## config.mk

```make
export PLATFORM = sky130hd
export DESIGN_NAME = sector_footer_checksum_verifier_core
export DESIGN_NICKNAME = d
export VERILOG_FILES = /design/src/rtl/sfcv_pkg.sv /design/src/rtl/sfcv_sum_core.sv /design/src/rtl/sector_footer_checksum_verifier_core.sv
export SDC_FILE = /design/constraint.sdc
export NUM_CORES = 1
export LEC_CHECK = 0
export ABC_AREA = 1
export BUFFER_PORTS_ARGS = -buffer_cell sky130_fd_sc_hd__clkbuf_2
export CAP_MARGIN = 20
export CORE_MARGIN = 2
export CORE_UTILIZATION = 56
export DETAILED_ROUTE_END_ITERATION = 8
export PLACE_DENSITY = 0.85
export SYNTH_ARGS = -nofsm -noshare
export SYNTH_HDL_FRONTEND = slang
export SYNTH_SLANG_ARGS = --single-unit
export TNS_END_PERCENT = 50
```

## constraint.sdc

```tcl
create_clock -name clk -period 8.3 [get_ports clk]
set_clock_uncertainty 0.2 [all_clocks]
set_input_delay 0.415 -clock clk [delete_from_list [all_inputs] [get_ports clk]]
set_output_delay 0.415 -clock clk [all_outputs]
set_load 0.1 [all_outputs]
```

## src/rtl/sfcv_pkg.sv

```systemverilog
`timescale 1ns / 1ps
// shared types, constants and tables for the sector footer checksum verifier
// used by sfcv_sum_core, the top level and the checker; no dependencies

package sfcv_pkg;

    localparam int SECTOR_BYTES   = 4096;
    localparam int OFF_W          = $clog2(SECTOR_BYTES);
    localparam int POS_W          = 6;
    localparam int ID_COUNT       = 14;
    localparam int SLOT_COUNT     = 4;
    localparam int SLOT_W         = $clog2(SLOT_COUNT);
    localparam int ID_IDX_W       = $clog2(ID_COUNT);
    localparam int IN_TDATA_W     = 16;
    localparam int OUT_TDATA_W    = 40;

    localparam int DEF_ID_OFFSET        = 4084;
    localparam int DEF_CHECKSUM_OFFSET  = 4086;
    localparam int DEF_SIGNATURE_OFFSET = 4088;
    localparam int DEF_SECTOR_TOTAL     = 32;

    localparam logic [31:0] SIGNATURE_RESET = 32'h0801_2025;

    typedef enum logic [2:0] {
        STATUS_VALID   = 3'd0,
        STATUS_BAD_POS = 3'd1,
        STATUS_BAD_SIG = 3'd2,
        STATUS_UNK_ID  = 3'd3,
        STATUS_MISMATCH = 3'd4
    } status_t;

    typedef struct packed {
        logic [15:0]      id;
        logic [15:0]      checksum;
        logic [31:0]      signature;
        logic [POS_W-1:0] position;
    } footer_t;

    typedef logic [SLOT_COUNT-1:0][31:0] slot_sums_t;

    // offset of the last byte of each data length
    function automatic logic [OFF_W-1:0] slot_last_off(input logic [SLOT_W-1:0] k);
        logic [OFF_W-1:0] r;
        case (k)
            2'd0:    r = OFF_W'(2000 - 1);
            2'd1:    r = OFF_W'(3848 - 1);
            2'd2:    r = OFF_W'(3884 - 1);
            default: r = OFF_W'(3968 - 1);
        endcase
        return r;
    endfunction

    // data length slot used by each footer id
    function automatic logic [SLOT_W-1:0] id_slot(input logic [ID_IDX_W-1:0] id);
        logic [SLOT_W-1:0] r;
        case (id)
            4'd0:    r = 2'd2;
            4'd4:    r = 2'd1;
            4'd13:   r = 2'd0;
            default: r = 2'd3;
        endcase
        return r;
    endfunction

    function automatic logic [15:0] fold16(input logic [31:0] s);
        return s[31:16] + s[15:0];
    endfunction

endpackage

```

## src/rtl/sfcv_sum_core.sv

```systemverilog
`timescale 1ns / 1ps
// per-byte state: offset counter, word assembly, running sum, length snapshots
// and footer field captures; depends on sfcv_pkg

module sfcv_sum_core #(
    parameter int ID_OFFSET        = sfcv_pkg::DEF_ID_OFFSET,
    parameter int CHECKSUM_OFFSET  = sfcv_pkg::DEF_CHECKSUM_OFFSET,
    parameter int SIGNATURE_OFFSET = sfcv_pkg::DEF_SIGNATURE_OFFSET
) (
    input  logic                       clk,
    input  logic                       rst_n,
    input  logic                       step,
    input  logic [7:0]                 data_byte,
    input  logic [sfcv_pkg::POS_W-1:0] sector_position,
    output logic                       last_byte,
    output sfcv_pkg::footer_t          footer,
    output sfcv_pkg::slot_sums_t       length_sums
);

    localparam int OFF_W = sfcv_pkg::OFF_W;
    localparam logic [OFF_W-1:0] ID_LO  = OFF_W'(ID_OFFSET);
    localparam logic [OFF_W-1:0] ID_HI  = OFF_W'(ID_OFFSET + 1);
    localparam logic [OFF_W-1:0] CHK_LO = OFF_W'(CHECKSUM_OFFSET);
    localparam logic [OFF_W-1:0] CHK_HI = OFF_W'(CHECKSUM_OFFSET + 1);
    localparam logic [OFF_W-1:0] SIG_0  = OFF_W'(SIGNATURE_OFFSET);
    localparam logic [OFF_W-1:0] LAST   = OFF_W'(sfcv_pkg::SECTOR_BYTES - 1);

    logic [OFF_W-1:0]     byte_offset_reg, byte_offset_next;
    logic [23:0]          word_bytes_reg, word_bytes_next;
    logic [31:0]          running_sum_reg, running_sum_next;
    sfcv_pkg::slot_sums_t length_sums_reg, length_sums_next;
    sfcv_pkg::footer_t    footer_reg, footer_next;

    logic [31:0] sum_base;

    assign last_byte   = (byte_offset_reg == LAST);
    assign footer      = footer_reg;
    assign length_sums = length_sums_reg;

    always_comb
    begin
        byte_offset_next = byte_offset_reg;
        word_bytes_next  = word_bytes_reg;
        running_sum_next = running_sum_reg;
        length_sums_next = length_sums_reg;
        footer_next      = footer_reg;
        sum_base         = (byte_offset_reg == '0) ? 32'd0 : running_sum_reg;

        if (step)
        begin
            if (byte_offset_reg == '0)
            begin
                footer_next.position = sector_position;
                running_sum_next     = 32'd0;
                length_sums_next     = '0;
            end

            case (byte_offset_reg[1:0])
                2'd0:    word_bytes_next = {16'd0, data_byte};
                2'd1:    word_bytes_next = {8'd0, data_byte, word_bytes_reg[7:0]};
                2'd2:    word_bytes_next = {data_byte, word_bytes_reg[15:0]};
                default:
                begin
                    running_sum_next = sum_base + {data_byte, word_bytes_reg};
                    word_bytes_next  = 24'd0;
                    for (int k = 0; k < sfcv_pkg::SLOT_COUNT; k++)
                    begin
                        if (byte_offset_reg == sfcv_pkg::slot_last_off(sfcv_pkg::SLOT_W'(k)))
                        begin
                            length_sums_next[k] = sum_base + {data_byte, word_bytes_reg};
                        end
                    end
                end
            endcase

            if (byte_offset_reg == ID_LO)
            begin
                footer_next.id[7:0] = data_byte;
            end
            if (byte_offset_reg == ID_HI)
            begin
                footer_next.id[15:8] = data_byte;
            end
            if (byte_offset_reg == CHK_LO)
            begin
                footer_next.checksum[7:0] = data_byte;
            end
            if (byte_offset_reg == CHK_HI)
            begin
                footer_next.checksum[15:8] = data_byte;
            end
            for (int k = 0; k < 4; k++)
            begin
                if (byte_offset_reg == SIG_0 + OFF_W'(k))
                begin
                    footer_next.signature[8*k +: 8] = data_byte;
                end
            end

            byte_offset_next = byte_offset_reg + OFF_W'(1);
        end
    end

    always_ff @(posedge clk or negedge rst_n)
    begin
        if (!rst_n)
        begin
            byte_offset_reg <= '0;
            word_bytes_reg  <= '0;
            running_sum_reg <= '0;
            length_sums_reg <= '0;
            footer_reg      <= '0;
        end
        else
        begin
            byte_offset_reg <= byte_offset_next;
            word_bytes_reg  <= word_bytes_next;
            running_sum_reg <= running_sum_next;
            length_sums_reg <= length_sums_next;
            footer_reg      <= footer_next;
        end
    end

endmodule

```

## src/rtl/sector_footer_checksum_verifier_core.sv

```systemverilog
`timescale 1ns / 1ps
// top level of the sector footer checksum verifier: input register, per-byte
// state core and result register; depends on sfcv_pkg and sfcv_sum_core
//
// usage:
//   s_axis carries one sector byte per word, offset counted from zero; the
//   sector position is sampled with the first byte of each sector.
//   after the last byte (offset 4095) m_axis carries one result word:
//   status, folded checksum for the id's data length, known flag and id.
//   cfg_wr_en/cfg_wr_data load the expected footer signature; write it only
//   while no sector is in progress.
//   throughput: one byte per cycle unless stalled; the accumulator does one
//   32-bit add per word so the byte path never waits on it.
//   result path: the last byte passes the input register, the state update
//   and the result register before the result word shows on m_axis.
//   stall: the result register holds while m_axis_tready is low; bytes keep
//   flowing unless a second result is due while the first is still held,
//   then s_axis_tready drops until the held word is taken.
//   reset: clears the offset, sums, footer captures and pipeline valids and
//   loads the signature register with its default 0x08012025.

module sector_footer_checksum_verifier_core #(
    parameter int ID_OFFSET        = sfcv_pkg::DEF_ID_OFFSET,
    parameter int CHECKSUM_OFFSET  = sfcv_pkg::DEF_CHECKSUM_OFFSET,
    parameter int SIGNATURE_OFFSET = sfcv_pkg::DEF_SIGNATURE_OFFSET,
    parameter int SECTOR_TOTAL     = sfcv_pkg::DEF_SECTOR_TOTAL
) (
    input  logic                             clk,
    input  logic                             rst_n,
    input  logic                             s_axis_tvalid,
    output logic                             s_axis_tready,
    // data_byte[7:0], sector_position[13:8], zero [15:14]
    input  logic [sfcv_pkg::IN_TDATA_W-1:0]  s_axis_tdata,
    output logic                             m_axis_tvalid,
    input  logic                             m_axis_tready,
    // status[2:0], computed_checksum[18:3], checksum_known[19],
    // sector_id[35:20], zero [39:36]
    output logic [sfcv_pkg::OUT_TDATA_W-1:0] m_axis_tdata,
    input  logic                             cfg_wr_en,
    input  logic [31:0]                      cfg_wr_data
);

    localparam int POS_W = sfcv_pkg::POS_W;
    localparam logic [POS_W:0] POS_LIMIT = (POS_W+1)'(SECTOR_TOTAL);

    logic                 stall;
    logic                 in_valid_reg;
    logic [7:0]           in_byte_reg;
    logic [POS_W-1:0]     in_pos_reg;
    logic                 fin_reg;
    logic [31:0]          signature_reg;
    logic                 out_valid_reg;
    logic [sfcv_pkg::OUT_TDATA_W-1:0] out_data_reg, out_data_next;

    logic                 last_byte;
    sfcv_pkg::footer_t    footer;
    sfcv_pkg::slot_sums_t length_sums;

    logic                 known;
    logic [15:0]          chk;
    sfcv_pkg::status_t    status;

    assign stall         = fin_reg && out_valid_reg && !m_axis_tready;
    assign s_axis_tready = !stall;
    assign m_axis_tvalid = out_valid_reg;
    assign m_axis_tdata  = out_data_reg;

    sfcv_sum_core #(
        .ID_OFFSET       (ID_OFFSET),
        .CHECKSUM_OFFSET (CHECKSUM_OFFSET),
        .SIGNATURE_OFFSET(SIGNATURE_OFFSET)
    ) u_sum_core (
        .clk            (clk),
        .rst_n          (rst_n),
        .step           (in_valid_reg && !stall),
        .data_byte      (in_byte_reg),
        .sector_position(in_pos_reg),
        .last_byte      (last_byte),
        .footer         (footer),
        .length_sums    (length_sums)
    );

    always_comb
    begin
        known = (footer.id < 16'(sfcv_pkg::ID_COUNT));
        chk   = known ? sfcv_pkg::fold16(
                    length_sums[sfcv_pkg::id_slot(footer.id[sfcv_pkg::ID_IDX_W-1:0])])
                      : 16'd0;
        if ({1'b0, footer.position} >= POS_LIMIT)
        begin
            status = sfcv_pkg::STATUS_BAD_POS;
        end
        else if (footer.signature != signature_reg)
        begin
            status = sfcv_pkg::STATUS_BAD_SIG;
        end
        else if (!known)
        begin
            status = sfcv_pkg::STATUS_UNK_ID;
        end
        else if (chk != footer.checksum)
        begin
            status = sfcv_pkg::STATUS_MISMATCH;
        end
        else
        begin
            status = sfcv_pkg::STATUS_VALID;
        end
        out_data_next = {4'd0, footer.id, known, chk, status};
    end

    always_ff @(posedge clk or negedge rst_n)
    begin
        if (!rst_n)
        begin
            in_valid_reg  <= 1'b0;
            fin_reg       <= 1'b0;
            out_valid_reg <= 1'b0;
            signature_reg <= sfcv_pkg::SIGNATURE_RESET;
        end
        else
        begin
            if (cfg_wr_en)
            begin
                signature_reg <= cfg_wr_data;
            end
            if (!stall)
            begin
                in_valid_reg <= s_axis_tvalid;
                fin_reg      <= in_valid_reg && last_byte;
            end
            if (fin_reg && !stall)
            begin
                out_valid_reg <= 1'b1;
            end
            else if (m_axis_tready)
            begin
                out_valid_reg <= 1'b0;
            end
        end
    end

    always_ff @(posedge clk)
    begin
        if (s_axis_tvalid && !stall)
        begin
            in_byte_reg <= s_axis_tdata[7:0];
            in_pos_reg  <= s_axis_tdata[8 +: POS_W];
        end
        if (fin_reg && !stall)
        begin
            out_data_reg <= out_data_next;
        end
    end

endmodule

```

==> qor.txt <==
status - completed
setup TNS - 0 ps
IO buf count - 83
CP max-delay cell - buf_4
clock buffer depth - 3
max FFs per register - 128
Hold Crit Class - reg -> reg
Crit path max-delay family - simple AND/OR/NAND/NOR gates
Final setup viols - 0
crit path max fanout - 60
initial antenna violation count - 0
initial DRC count - 1678
cell mode on critical path - nor2_1
Routed WL - 51920 um
post-CTS sizing - 0
final period utilization - 61.09%
max-cap viol count - 0
Worst-Skew Late Latency - 540 ps
most instantiated cells after synthesis - nand2_1, dfrtp_1, inv_1
CTS tree - done
GRT overflow - 0
final worst slack - 3229 ps
Yosys warning count - 0
Filler Cells Inserted - 2467
top cells by area, synth - dfrtp_1, nand2_1, edfxtp_1
RSZ-0062 raised after global routing - no
measured slew at the worst slew-check pin - 1101 ps
Worst Path Buf+Inv - 4
Post-synth EDFFs - 45
Startpoint Class - flip-flop
Reg clk slew, reported paths - 60 ps
Critical Path RT - 8390 ps
core area - 31470 um^2
largest net degree at the start of global routing - 188
Via density - 5.958
Power Total - 5.968 mW
cts-stage hold buffer count - 44
clock period minus worst slack - 5071 ps
final-stage net count - 2348
share of cells above drive strength 1 - 10.13%
first-pass GRT wire length - 82830 um
Main synth FF type - dfrtp_1
dominant cell type by area after synthesis - dfrtp_1
antenna cells - 0
area growth from synthesis to layout - 13.21%
pre-CTS WS - 3381 ps
number of global-route vias before repair - 15920
hpwl dp - 34040 um
crit path cell chain - inv_2, nor2_1, nand2_2, nand2_1, buf_4, o22ai_1, a21oi_1, ha_1, inv_1, fa_1, xnor2_1, nand3_1, nand2_1, nand2_1, inv_1, nand4_1, nor2_1, nand3_1, nor2_1, nand3_1, nor2_1, nor2_1
post-synthesis register bit count - 341
num rows - 65
post-synthesis cell count - 2147
Die Height - 182.6 um
Total Routing Usage GR - 31.50%
sequential fraction of the synthesis area - 49.07%
multi-input logic area - 7730 um^2
fin util - 64.26%
top-count cell post-synth - nand2_1
netlist area before placement - 17860 um^2
Fin. Hold Viols - 0
placed cell area - 18510 um^2
Crit Path Class - reg -> reg
CTS Buf Count - 37
antenna-violating nets left - 0
DR pass1 iterations - 5
Starting Density - 56.76%
crit-path max cell delay - 540 ps
clock root buffer - clkbuf_16
DIE AREA - 33350 um^2
Vias - 15920
Worst EP arrival - 5160 ps
max_slew headroom - 26.52%
ys async rst share - 86.80%
Register Area - 8766 um^2
Cell variety after synth - 55
top cell type's share of synthesized area - 40.62%
PD cells - 295.1 nW/um^2
die width - 182.6 um
endpoint class of the critical path - flip-flop
Static Leak - 9.970 nW
Avg Cell Area, Syn - 8.321 um^2
CTS sink cnt - 341
Slew Viols, Final - 0
I/O pin total - 95
Remaining DRCs - 0
post-route cell area - 20220 um^2
# H-tree levels - 2
Max Freq - 0.1972 GHz
WL per Instance - 19.43 um
worst vdd ir - 0.2056 mV
routability congestion estimate - 0.9446
post-CTS setup buffers - 0
[cells by family (layout without fill, tap and decap cells)]
logic type | after synthesis | in the layout | share of synthesized area (%)
other | 1 | 4 | 0.02099
DFF | 341 | 341 | 49.07
and+or+nand+nor | 827 | 827 | 19.80
xor gates and xnor gates | 53 | 53 | 2.683
adders and majority gates | 53 | 53 | 3.796
muxes | 20 | 20 | 1.261
AOI/OAI and AO/OA | 503 | 503 | 15.60
buffers and inverters | 349 | 469 | 7.767
[layer usage]
| layer | routed length [um] | track usage, % |
|---|---|---|
| met1 | 20370 | 39.81 |
| met2 | 25140 | 52.82 |
| met3 | 4494 | 7.124 |
| met4 | 1922 | 12.39 |
| met5 | 0 | 0 |
[path summary, 6_finish.rpt]
| check | startpoint | to | slack, ps | depth (start not counted) |
|---|---|---|---|---|
| setup / recovery | u_sum_core.footer[54]$_DFFE_PN0P_ | m_axis_tdata[2]$_SDFFCE_PP0P_ | 3230 | 22 |
| hold / removal | u_sum_core.footer[69]$_DFFE_PN0P_ | m_axis_tdata[35]$_DFFE_PP_ | 270 | 0 |
| setup reg to reg | u_sum_core.footer[54]$_DFFE_PN0P_ | m_axis_tdata[2]$_SDFFCE_PP0P_ | 3230 | 22 |
| hold reg to reg | u_sum_core.footer[69]$_DFFE_PN0P_ | m_axis_tdata[35]$_DFFE_PP_ | 270 | 0 |
| max in group asynchronous | rst_n | u_sum_core.footer[45]$_DFFE_PN0P_ | 6180 | 3 |
| min in group asynchronous | rst_n | u_sum_core.running_sum_reg[21]$_DFFE_PN0P_ | 310 | 2 |
[power by group]
group / total, mW / leakage [nW] / internal [mW] / switching [mW]
Combinational: 2.20 / 5.15 / 0.639 / 1.56
Sequential: 2.06 / 4.20 / 1.92 / 0.142
Clock: 1.71 / 0.623 / 1.03 / 0.684
[cell usage in the layout, fill, tap and decap left out, drive strengths merged, types with 3 or more instances in the layout]
cell,n
xor2,35
xnor2,18
a21oi,119
o22ai,53
mux2,20
clkbuf,144
a32o,8
buf,12
ha,51
or2,3
a21o,7
nand4,24
o21a,3
nor4,17
o32ai,6
nor3,19
inv,265
a22oi,4
nor2,133
dlygate4sd3,44
and3,6
edfxtp,45
o21bai,7
a22o,3
a21boi,4
nand2,500
dfrtp,290
conb,4
o21ai,271
nand3b,8
o211ai,13
dfstp,6
nand3,115
[through the flow]
step                      std cells  hold slack (ps)
final                          2672            272.9
after global routing           2672            292.3
after CTS                      2672            270.2
after detailed placement       2561            256.7
after global placement         2561            259.5
after floorplan                2150           -80.59
[area by class of cell]
type                       instances  area share (%)
clock inverter                     5          0.5011
inverter                         264           4.900
multi-input combinational       1460           38.22
timing repair buffer             138           4.751
clock buffer                      62           5.797
sequential                       341           43.34
tap                              402           2.487
Note: power is estimated with default switching activity, not from simulation.
